$ cat src/rtl/mfb_pkg.sv
`timescale 1ns / 1ps
// ----------------------------------------------------------------------------
// Match fragment builder package
// Shared types, field widths, codes and saturating helpers.
// ----------------------------------------------------------------------------
package mfb_pkg;

    localparam int S_TDATA_W  = 88;
    localparam int S_TUSER_W  = 2;
    localparam int M_TDATA_W  = 176;
    localparam int APB_ADDR_W = 3;
    localparam int APB_DATA_W = 32;

    localparam logic [1:0] KIND_TOKEN = 2'd0;
    localparam logic [1:0] KIND_MATCH = 2'd1;
    localparam logic [1:0] KIND_EOD   = 2'd2;

    localparam logic REC_LOC = 1'b0;
    localparam logic REC_SUM = 1'b1;

    localparam logic REG_MAX_DISTANCE   = 1'b0;
    localparam logic [15:0] MAX_DIST_RST = 16'd8;

    typedef struct packed {
        logic        has_sum;
        logic        has_loc;
        logic [15:0] sum_index;
        logic [23:0] start;
        logic [23:0] bytes;
        logic [23:0] score;
        logic [15:0] match_cnt;
        logic [23:0] tokens;
        logic [15:0] loc_index;
        logic [4:0]  term;
        logic [23:0] offset;
        logic [15:0] len;
    } t_entry;

    typedef struct packed {
        logic        kind;
        logic        last;
        logic [15:0] index;
        logic [4:0]  term;
        logic [23:0] offset;
        logic [15:0] len;
        logic [23:0] start;
        logic [23:0] bytes;
        logic [23:0] score;
        logic [15:0] match_cnt;
        logic [23:0] tokens;
    } t_record;

    function automatic logic [15:0] sat_inc16(input logic [15:0] v);
        return (v == 16'hFFFF) ? v : v + 16'd1;
    endfunction

    function automatic logic [23:0] sat24(input logic [25:0] v);
        return (v > 26'h0FF_FFFF) ? 24'hFF_FFFF : v[23:0];
    endfunction

endpackage

$ cat src/rtl/mfb_regs.sv
`timescale 1ns / 1ps
// ----------------------------------------------------------------------------
// Match fragment builder configuration registers
// APB slave holding the maximum token distance of a fragment.
// ----------------------------------------------------------------------------
module mfb_regs (
    input  logic                           i_clk,
    input  logic                           i_rst_n,
    input  logic                           psel,
    input  logic                           penable,
    input  logic                           pwrite,
    input  logic [mfb_pkg::APB_ADDR_W-1:0] paddr,
    input  logic [mfb_pkg::APB_DATA_W-1:0] pwdata,
    output logic [mfb_pkg::APB_DATA_W-1:0] prdata,
    output logic                           pready,
    output logic [15:0]                    o_max_dist
);
    import mfb_pkg::*;

    logic [15:0] r_max_dist;
    logic        sel_dist;

    assign sel_dist = (paddr[2] == REG_MAX_DISTANCE);
    assign pready   = 1'b1;

    always_ff @(posedge i_clk) begin
        if (!i_rst_n) begin
            r_max_dist <= MAX_DIST_RST;
        end else if (psel && penable && pwrite && sel_dist) begin
            r_max_dist <= pwdata[15:0];
        end
    end

    assign prdata     = sel_dist ? {16'd0, r_max_dist} : '0;
    assign o_max_dist = r_max_dist;

endmodule

$ cat src/rtl/mfb_front.sv
`timescale 1ns / 1ps
// ----------------------------------------------------------------------------
// Match fragment builder front end
// Accepts tokens, filters duplicates, tracks the open fragment and queues
// the records that each request produces.
// ----------------------------------------------------------------------------
module mfb_front #(
    parameter int MAX_TERMS = 32
) (
    input  logic                          i_clk,
    input  logic                          i_rst_n,
    input  logic [15:0]                   i_max_dist,
    input  logic                          i_valid,
    output logic                          o_ready,
    input  logic [mfb_pkg::S_TDATA_W-1:0] i_data,
    input  logic [mfb_pkg::S_TUSER_W-1:0] i_kind,
    input  logic                          i_full,
    output logic                          o_push,
    output mfb_pkg::t_entry               o_entry
);
    import mfb_pkg::*;

    localparam int TIW = (MAX_TERMS > 1) ? $clog2(MAX_TERMS) : 1;

    logic                 r_open, n_open;
    logic [15:0]          r_frag_cnt, n_frag_cnt;
    logic [23:0]          r_start, n_start;
    logic [23:0]          r_bytes, n_bytes;
    logic [23:0]          r_last_match, n_last_match;
    logic [23:0]          r_score, n_score;
    logic [15:0]          r_matches, n_matches;
    logic [23:0]          r_tokens, n_tokens;
    logic [MAX_TERMS-1:0] r_seen, n_seen;
    logic [23:0]          r_gap, n_gap;
    logic                 r_prev_valid, n_prev_valid;
    logic [23:0]          r_prev_pos, n_prev_pos;
    logic [23:0]          r_prev_end, n_prev_end;

    logic [4:0]           term;
    logic [23:0]          tok_pos, byte_pos;
    logic [15:0]          tok_len, weight;
    logic                 accept, take, split, opening, in_range, add_score;
    logic [31:0]          term_ext;
    logic [TIW-1:0]       idx;
    logic [23:0]          pos_gap, start_base, score_base, tokens_base, gap_base, offs;
    logic [15:0]          matches_base, idx_new;
    logic [MAX_TERMS-1:0] seen_base, term_bit;
    logic [24:0]          score_sum;

    assign term     = i_data[4:0];
    assign tok_pos  = i_data[28:5];
    assign byte_pos = i_data[52:29];
    assign tok_len  = i_data[68:53];
    assign weight   = i_data[84:69];

    assign o_ready = !i_full;
    assign accept  = i_valid && o_ready;

    assign take = (i_kind == KIND_MATCH) && !(r_prev_valid && tok_pos == r_prev_pos) &&
                  !(byte_pos < r_prev_end);
    assign pos_gap = tok_pos - r_last_match;
    assign split   = r_open && ((tok_pos < r_last_match) || (pos_gap > {8'd0, i_max_dist}));
    assign opening = !r_open || split;

    assign idx_new      = !r_open ? 16'd0 : (split ? sat_inc16(r_frag_cnt) : r_frag_cnt);
    assign start_base   = opening ? byte_pos : r_start;
    assign score_base   = opening ? 24'd0 : r_score;
    assign matches_base = opening ? 16'd0 : r_matches;
    assign tokens_base  = opening ? 24'd0 : r_tokens;
    assign gap_base     = opening ? 24'd0 : r_gap;
    assign seen_base    = opening ? '0 : r_seen;

    assign term_ext  = 32'(term);
    assign in_range  = term_ext < 32'(MAX_TERMS);
    assign idx       = term_ext[TIW-1:0];
    assign term_bit  = in_range ? (MAX_TERMS'(1) << idx) : '0;
    assign add_score = !(in_range && seen_base[idx]);
    assign score_sum = {1'b0, score_base} + 25'(weight);
    assign offs      = (byte_pos >= start_base) ? byte_pos - start_base : 24'd0;

    always_comb begin
        n_open       = r_open;
        n_frag_cnt   = r_frag_cnt;
        n_start      = r_start;
        n_bytes      = r_bytes;
        n_last_match = r_last_match;
        n_score      = r_score;
        n_matches    = r_matches;
        n_tokens     = r_tokens;
        n_seen       = r_seen;
        n_gap        = r_gap;
        n_prev_valid = r_prev_valid;
        n_prev_pos   = r_prev_pos;
        n_prev_end   = r_prev_end;
        o_push       = 1'b0;

        o_entry.has_sum   = split;
        o_entry.has_loc   = 1'b1;
        o_entry.sum_index = r_frag_cnt;
        o_entry.start     = r_start;
        o_entry.bytes     = r_bytes;
        o_entry.score     = r_score;
        o_entry.match_cnt = r_matches;
        o_entry.tokens    = r_tokens;
        o_entry.loc_index = idx_new;
        o_entry.term      = term;
        o_entry.offset    = offs;
        o_entry.len       = tok_len;

        if (accept) begin
            case (i_kind)
                KIND_TOKEN: begin
                    n_gap = sat24({2'b00, r_gap} + 26'd1);
                end
                KIND_MATCH: begin
                    if (take) begin
                        o_push       = 1'b1;
                        n_open       = 1'b1;
                        n_frag_cnt   = idx_new;
                        n_start      = start_base;
                        n_score      = add_score ? sat24({1'b0, score_sum}) : score_base;
                        n_seen       = seen_base | term_bit;
                        n_bytes      = sat24(26'(offs) + 26'(tok_len));
                        n_last_match = tok_pos;
                        n_matches    = sat_inc16(matches_base);
                        n_tokens     = sat24(26'(tokens_base) + 26'(gap_base) + 26'd1);
                        n_gap        = 24'd0;
                        n_prev_valid = 1'b1;
                        n_prev_pos   = tok_pos;
                        n_prev_end   = sat24(26'(byte_pos) + 26'(tok_len));
                    end
                end
                KIND_EOD: begin
                    o_push          = r_open;
                    o_entry.has_sum = 1'b1;
                    o_entry.has_loc = 1'b0;
                    n_open          = 1'b0;
                    n_frag_cnt      = 16'd0;
                    n_seen          = '0;
                    n_gap           = 24'd0;
                    n_prev_valid    = 1'b0;
                    n_prev_pos      = 24'd0;
                    n_prev_end      = 24'd0;
                end
                default: begin
                end
            endcase
        end
    end

    always_ff @(posedge i_clk) begin
        if (!i_rst_n) begin
            r_open       <= 1'b0;
            r_frag_cnt   <= 16'd0;
            r_start      <= 24'd0;
            r_bytes      <= 24'd0;
            r_last_match <= 24'd0;
            r_score      <= 24'd0;
            r_matches    <= 16'd0;
            r_tokens     <= 24'd0;
            r_seen       <= '0;
            r_gap        <= 24'd0;
            r_prev_valid <= 1'b0;
            r_prev_pos   <= 24'd0;
            r_prev_end   <= 24'd0;
        end else begin
            r_open       <= n_open;
            r_frag_cnt   <= n_frag_cnt;
            r_start      <= n_start;
            r_bytes      <= n_bytes;
            r_last_match <= n_last_match;
            r_score      <= n_score;
            r_matches    <= n_matches;
            r_tokens     <= n_tokens;
            r_seen       <= n_seen;
            r_gap        <= n_gap;
            r_prev_valid <= n_prev_valid;
            r_prev_pos   <= n_prev_pos;
            r_prev_end   <= n_prev_end;
        end
    end

endmodule

$ cat src/rtl/mfb_queue.sv
`timescale 1ns / 1ps
// ----------------------------------------------------------------------------
// Match fragment builder queue
// Short first-in first-out buffer between the front end and the back end.
// ----------------------------------------------------------------------------
module mfb_queue #(
    parameter int DEPTH = 4
) (
    input  logic            i_clk,
    input  logic            i_rst_n,
    input  logic            i_push,
    input  mfb_pkg::t_entry i_entry,
    output logic            o_full,
    input  logic            i_pop,
    output logic            o_empty,
    output mfb_pkg::t_entry o_head
);
    import mfb_pkg::*;

    localparam int PW = (DEPTH > 1) ? $clog2(DEPTH) : 1;
    localparam int CW = $clog2(DEPTH + 1);

    t_entry        r_mem [DEPTH];
    logic [PW-1:0] r_wr, n_wr, r_rd, n_rd;
    logic [CW-1:0] r_count, n_count;
    logic          do_push, do_pop;

    assign o_full  = (r_count == CW'(DEPTH));
    assign o_empty = (r_count == '0);
    assign do_push = i_push && !o_full;
    assign do_pop  = i_pop && !o_empty;
    assign o_head  = r_mem[r_rd];

    always_comb begin
        n_wr    = r_wr;
        n_rd    = r_rd;
        n_count = r_count;
        if (do_push) begin
            n_wr = (r_wr == PW'(DEPTH - 1)) ? '0 : r_wr + PW'(1);
        end
        if (do_pop) begin
            n_rd = (r_rd == PW'(DEPTH - 1)) ? '0 : r_rd + PW'(1);
        end
        if (do_push && !do_pop) begin
            n_count = r_count + CW'(1);
        end else if (do_pop && !do_push) begin
            n_count = r_count - CW'(1);
        end
    end

    always_ff @(posedge i_clk) begin
        if (do_push) begin
            r_mem[r_wr] <= i_entry;
        end
    end

    always_ff @(posedge i_clk) begin
        if (!i_rst_n) begin
            r_wr    <= '0;
            r_rd    <= '0;
            r_count <= '0;
        end else begin
            r_wr    <= n_wr;
            r_rd    <= n_rd;
            r_count <= n_count;
        end
    end

endmodule

$ cat src/rtl/mfb_back.sv
`timescale 1ns / 1ps
// ----------------------------------------------------------------------------
// Match fragment builder back end
// Expands queued entries into summary and location records and holds the
// output register of the result stream.
// ----------------------------------------------------------------------------
module mfb_back (
    input  logic                          i_clk,
    input  logic                          i_rst_n,
    input  logic                          i_empty,
    input  mfb_pkg::t_entry               i_head,
    output logic                          o_pop,
    output logic                          o_valid,
    input  logic                          i_ready,
    output logic [mfb_pkg::M_TDATA_W-1:0] o_data,
    output logic                          o_kind,
    output logic                          o_last
);
    import mfb_pkg::*;

    logic    r_valid, n_valid;
    logic    r_pend, n_pend;
    t_record r_rec, n_rec;
    t_entry  r_hold, n_hold;
    logic    can_load;

    function automatic t_record loc_rec(input t_entry e);
        t_record r;
        r        = '0;
        r.kind   = REC_LOC;
        r.last   = 1'b1;
        r.index  = e.loc_index;
        r.term   = e.term;
        r.offset = e.offset;
        r.len    = e.len;
        return r;
    endfunction

    function automatic t_record sum_rec(input t_entry e);
        t_record r;
        r           = '0;
        r.kind      = REC_SUM;
        r.last      = !e.has_loc;
        r.index     = e.sum_index;
        r.start     = e.start;
        r.bytes     = e.bytes;
        r.score     = e.score;
        r.match_cnt = e.match_cnt;
        r.tokens    = e.tokens;
        return r;
    endfunction

    assign can_load = !r_valid || i_ready;

    always_comb begin
        n_valid = r_valid;
        n_pend  = r_pend;
        n_rec   = r_rec;
        n_hold  = r_hold;
        o_pop   = 1'b0;
        if (can_load) begin
            if (r_pend) begin
                n_rec   = loc_rec(r_hold);
                n_valid = 1'b1;
                n_pend  = 1'b0;
            end else if (!i_empty) begin
                o_pop   = 1'b1;
                n_valid = 1'b1;
                n_hold  = i_head;
                if (i_head.has_sum) begin
                    n_rec  = sum_rec(i_head);
                    n_pend = i_head.has_loc;
                end else begin
                    n_rec = loc_rec(i_head);
                end
            end else begin
                n_valid = 1'b0;
            end
        end
    end

    always_ff @(posedge i_clk) begin
        if (!i_rst_n) begin
            r_valid <= 1'b0;
            r_pend  <= 1'b0;
        end else begin
            r_valid <= n_valid;
            r_pend  <= n_pend;
        end
    end

    always_ff @(posedge i_clk) begin
        r_rec  <= n_rec;
        r_hold <= n_hold;
    end

    assign o_valid = r_valid;
    assign o_kind  = r_rec.kind;
    assign o_last  = r_rec.last;
    assign o_data  = {3'b000, r_rec.tokens, r_rec.match_cnt, r_rec.score, r_rec.bytes,
                      r_rec.start, r_rec.len, r_rec.offset, r_rec.term, r_rec.index};

endmodule

$ cat src/rtl/match_fragment_builder.sv
`timescale 1ns / 1ps
// ----------------------------------------------------------------------------
// Match fragment builder
// Groups matched query terms of a token stream into scored fragments.
// ----------------------------------------------------------------------------
// Requests arrive on the s_axis channel: tuser holds the token kind and tdata
// the term, token position, byte offset, length and score. Results leave on
// the m_axis channel: tuser is the record kind (location or fragment summary)
// and tlast marks the final record produced by one request.
// The front end takes one request per clock cycle while the queue is not full
// and updates the fragment state in that cycle; its records enter a queue of
// QUEUE_DEPTH entries. The first record of a request passes through the queue
// and then the output register before it is valid on m_axis. A request that
// splits a fragment yields two records; all others yield at most one.
// When the receiver stalls, records wait in the output register and then in
// the queue; s_axis_tready falls once the queue is full.
// Reset empties the queue and the output, closes any fragment, clears the
// filters and counters, and sets max_distance (APB address 0) to 8.
// ----------------------------------------------------------------------------
module match_fragment_builder #(
    parameter int MAX_TERMS   = 32,
    parameter int QUEUE_DEPTH = 4
) (
    input  logic                           i_clk,
    input  logic                           i_rst_n,
    input  logic                           s_axis_tvalid,
    output logic                           s_axis_tready,
    // term_id[4:0], tok_pos[28:5], byte_pos[52:29], tok_len[68:53], score[84:69]
    input  logic [mfb_pkg::S_TDATA_W-1:0]  s_axis_tdata,
    // kind[1:0]
    input  logic [mfb_pkg::S_TUSER_W-1:0]  s_axis_tuser,
    output logic                           m_axis_tvalid,
    input  logic                           m_axis_tready,
    // frag_index[15:0], loc_term[20:16], loc_offset[44:21], loc_len[60:45],
    // frag_start[84:61], frag_bytes[108:85], frag_score[132:109],
    // match_count[148:133], token_total[172:149]
    output logic [mfb_pkg::M_TDATA_W-1:0]  m_axis_tdata,
    // record_kind[0]
    output logic [0:0]                     m_axis_tuser,
    output logic                           m_axis_tlast,
    input  logic                           psel,
    input  logic                           penable,
    input  logic                           pwrite,
    input  logic [mfb_pkg::APB_ADDR_W-1:0] paddr,
    input  logic [mfb_pkg::APB_DATA_W-1:0] pwdata,
    output logic [mfb_pkg::APB_DATA_W-1:0] prdata,
    output logic                           pready
);
    import mfb_pkg::*;

    logic [15:0] max_dist;
    logic        q_full, q_empty, q_push, q_pop, rec_kind;
    t_entry      push_entry, head_entry;

    mfb_regs u_regs (
        .i_clk      (i_clk),
        .i_rst_n    (i_rst_n),
        .psel       (psel),
        .penable    (penable),
        .pwrite     (pwrite),
        .paddr      (paddr),
        .pwdata     (pwdata),
        .prdata     (prdata),
        .pready     (pready),
        .o_max_dist (max_dist)
    );

    mfb_front #(.MAX_TERMS(MAX_TERMS)) u_front (
        .i_clk      (i_clk),
        .i_rst_n    (i_rst_n),
        .i_max_dist (max_dist),
        .i_valid    (s_axis_tvalid),
        .o_ready    (s_axis_tready),
        .i_data     (s_axis_tdata),
        .i_kind     (s_axis_tuser),
        .i_full     (q_full),
        .o_push     (q_push),
        .o_entry    (push_entry)
    );

    mfb_queue #(.DEPTH(QUEUE_DEPTH)) u_queue (
        .i_clk   (i_clk),
        .i_rst_n (i_rst_n),
        .i_push  (q_push),
        .i_entry (push_entry),
        .o_full  (q_full),
        .i_pop   (q_pop),
        .o_empty (q_empty),
        .o_head  (head_entry)
    );

    mfb_back u_back (
        .i_clk   (i_clk),
        .i_rst_n (i_rst_n),
        .i_empty (q_empty),
        .i_head  (head_entry),
        .o_pop   (q_pop),
        .o_valid (m_axis_tvalid),
        .i_ready (m_axis_tready),
        .o_data  (m_axis_tdata),
        .o_kind  (rec_kind),
        .o_last  (m_axis_tlast)
    );

    assign m_axis_tuser = rec_kind;

endmodule

$ cat config.mk
export PLATFORM = sky130hd
export DESIGN_NAME = match_fragment_builder
export DESIGN_NICKNAME = d
export VERILOG_FILES = /design/src/rtl/mfb_pkg.sv /design/src/rtl/mfb_regs.sv /design/src/rtl/mfb_front.sv /design/src/rtl/mfb_queue.sv /design/src/rtl/mfb_back.sv /design/src/rtl/match_fragment_builder.sv
export SDC_FILE = /design/constraint.sdc
export NUM_CORES = 2
export LEC_CHECK = 0
export CAP_MARGIN = 10
export CELL_PAD_IN_SITES_DETAIL_PLACEMENT = 1
export CELL_PAD_IN_SITES_GLOBAL_PLACEMENT = 1
export CORE_MARGIN = 8
export CORE_UTILIZATION = 45
export CTS_BUF_LIST = sky130_fd_sc_hd__clkbuf_16
export DETAILED_ROUTE_END_ITERATION = 6
export DONT_BUFFER_PORTS = 1
export GPL_ROUTABILITY_DRIVEN = 1
export GPL_TIMING_DRIVEN = 0
export HOLD_SLACK_MARGIN = 0.03
export PLACE_DENSITY = 0.79
export SYNTH_ARGS = -nofsm -noshare
export SYNTH_HDL_FRONTEND = slang
export SYNTH_SLANG_ARGS = --single-unit
$ cat constraint.sdc
create_clock -name i_clk -period 21.9 [get_ports i_clk]
set_clock_uncertainty 0.05 [all_clocks]
set_input_delay 1.095 -clock i_clk [delete_from_list [all_inputs] [get_ports i_clk]]
set_output_delay 1.095 -clock i_clk [all_outputs]
set_load 0.01 [all_outputs]
==> run_results.csv <==
group,metric,value,unit
outcome,status,"complete, no violations",
setup_path,r2r_slack,8.33,ns
min_path,min-delay-path-class,"in2reg",
route,viasPerCell,6.06,
global_route,overflow,0,
floorplanning,die_area,138000,um2
route,vias,37300,
timing,slew_violations,0,
synthesis,syn_area_per_cell,13.6,um2
route,ant_nets,0,
clock_network,htree_levels,4,
setup_path,cp.arrival,14.17,ns
synthesis,synth_top_family_by_area,"compound AO/OA/AOI/OAI gates",
route,post-route-drc-count,0,
clock_network,cts_tree,"done",
cells_and_area,finalNetCount,4690,
synthesis,async_reset_ff_frac,0,
setup_path,slowest_delay,0.87,ns
timing,period_share,0.620,
cells_and_area,fin_area,64300,um2
cells_and_area,postLayoutCoreUtil,0.512,
synthesis,ys.flop_type,"edfxtp_1",
setup_path,setup.worst_path.start,"u_front.r_last_match[0]",
setup_path,required,22.50,ns
global_route,grt_max_degree,58,
floorplanning,io_pins,345,
synthesis,yosys.area_share.adder,0.0405,
timing,max_freq,0.0737,GHz
place,port-buffer-count,0,
synthesis,synth-edff-count,1000,
synthesis,synth-compound-area-share,0.103,
timing,finalSetupViolCount,0,
global_route,antenna_found_initial,12,
timing,period_minus_slack,13.57,ns
timing,rsz0062_at_grt,"false",
clock_network,clk_latency,0.80,ns
synthesis,syn_inst,4193,
synthesis,synth_mux_area_frac,0.0882,
route,wl,171000,um
place,dp_cells,5887,
run,drv_cap,0,
setup_path,path_max_fanout,10,
timing,tightest_slew,1.30,ns
synthesis,synth-seq-cells,1284,
power,vdd_drop_max,0.0863,mV
floorplanning,std_cell_rows,130,
cells_and_area,final_common_cell,"edfxtp_1",
setup_path,r2r_end,"u_front.r_bytes[14]",
setup_path,reg2regPathDepth,45,
synthesis,yosys.area.top_type,"edfxtp_1",
cells_and_area,drive_above_1_share,0.119,
cells_and_area,multi_input_area,19800,um2
power,power,7.12,mW
timing,holdWs,0.345,ns
setup_path,slowest_stage,"a31oi_1",
setup_path,crit_path_end_kind,"flip-flop",
clock_network,clkTransAtPathRegs,0.07,ns
route,first_iter_violations,3208,
place,pre_cts_slack,8.09,ns
cells_and_area,synthToLayoutAreaGrowth,13.1,%
synthesis,yosysWarnings,0,
synthesis,ys_seq_area_frac,0.628,
synthesis,syn_area,56900,um2
clock_network,cts_root_buffer,"clkbuf_16",
clock_network,holdBufCountCts,0,
floorplanning,fp.dieW,372,um
place,dp_hpwl,120000,um
floorplanning,initial_utilization,0.453,
synthesis,synthDistinctLibCells,99,
power,p_per_area,111,nW/um2
place,gp_congestion,0.898,
power,power.leakage,22.4,nW
setup_path,reg2reg_from,"u_front.r_last_match[0]",
floorplanning,coreArea,126000,um2
clock_network,cts_buffers,139,
timing,max_slew_margin,0.135,
setup_path,path_class,"reg2reg",
setup_path,worstSetupStartpointType,"flip-flop",
global_route,grtUsageTotal,0.243,
route,wire_per_inst,27.8,um
setup_path,worstSetupEndpoint,"u_front.r_bytes[14]",
route,drtPass1Iterations,5,
floorplanning,die_h,372,um
timing,layout_setup_ws,8.33,ns
cells_and_area,final-seq-area,35700,um2
global_route,grt_pass1_vias,39400,
cells_and_area,mostFrequentLayoutCells,"edfxtp_1 (1000), nand2_1 (349), a21oi_1 (290), dfxtp_1 (284), o21ai_0 (229)",
synthesis,synth-xor-area-share,0.0228,
timing,fin_setup_tns,0,ns
clock_network,clk_path_buf_depth,3,
clock_network,post_cts_buffers,0,
cells_and_area,final_cells,6152,
global_route,grt_pass1_wl,252000,um
place,placed_area,59600,um2
cells_and_area,nFillCells,12400,
timing,finalHoldViolCount,0,
synthesis,netlist.area_leader.share,0.528,
clock_network,clock-sinks,1284,
synthesis,synthTopCellsByArea,"edfxtp_1 (53%), dfxtp_1 (10%), mux4_2 (7.9%)",
clock_network,cts_resized,0,
synthesis,synth_simple_gate_area_frac,0.0920,
worst min path at each step:
stage | startpoint | endpoint | cells after the start
after global routing | s_axis_tdata[55] | u_queue.r_mem[3][2] | 0
after floorplan | u_front.r_prev_end[0] | u_front.r_prev_end[0] | 2
after CTS | s_axis_tdata[57] | u_queue.r_mem[0][4] | 0
after detailed placement | u_front.r_prev_end[0] | u_front.r_prev_end[0] | 2
after global placement | u_front.r_prev_end[0] | u_front.r_prev_end[0] | 2
final | s_axis_tdata[55] | u_queue.r_mem[2][2] | 0
synth_stat cells, types with 32 or more instances:
cell type     n
mux2i_1      50
o21ai_0     229
nor2_1      198
xor2_1       60
buf_1        32
edfxtp_1   1000
dfxtp_1     284
inv_1       131
a31oi_1      45
nand2_1     349
mux4_2      200
nand3_1      94
a21o_1       42
ha_1        173
and3_1       37
clkbuf_1    153
xnor2_1      86
a22o_1       33
and2_1      185
a21oi_1     290
nor3_1       40
where the power goes:
part | internal [mW] | switching, mW | total [mW]
registers | 3.06 | 0.242 | 3.30
clock network | 1.38 | 1.03 | 2.41
logic | 0.516 | 0.898 | 1.41
worst max-delay path, delay by kind of cell, from the launching register on:
| kind | cells | cell delay (ns) |
|---|---|---|
| AND/OR/NAND/NOR | 9 | 1.74 |
| flip-flops | 1 | 0.36 |
| AO/OA/AOI/OAI | 20 | 6.73 |
| adder cells (fa/ha/maj) | 7 | 1.84 |
| buffers and inverters | 8 | 2.54 |
| XOR/XNOR | 1 | 0.16 |
kinds of logic (layout without fill, tap and decap cells):
logic type / count (synthesis) / in the layout
other: 2 / 26
multiplexers: 251 / 251
flip-flops: 1284 / 1284
AO/OA/AOI/OAI: 911 / 911
XOR/XNOR: 147 / 147
adder cells (fa/ha/maj): 180 / 180
buffers and inverters: 355 / 640
AND/OR/NAND/NOR: 1063 / 1063
sequential cells by signal, indices dropped and copies added, names as in the netlist, 32 cells and up, named ones only:
register / flops
u_queue.r_mem: 764
u_back.o_data: 173
u_back.r_hold: 61
u_front.r_seen: 32
per-layer routing:
metal  routed length, um  share of wire  track usage
met3               14300          0.084       0.0611
met5                  35        0.00020            0
met4                6950          0.041       0.0977
met2               82900           0.49        0.410
met1               66600           0.39        0.299
area by class of cell:
cell class / count / area share
antenna: 6 / 0.000233
clock inverter: 118 / 0.0184
buffer: 223 / 0.0150
multi-input combinational: 2572 / 0.308
inverter: 132 / 0.00770
clock buffer: 141 / 0.0549
tap: 1650 / 0.0321
timing repair buffer: 26 / 0.00848
sequential: 1284 / 0.555
Power figures use the tool's default switching activity.
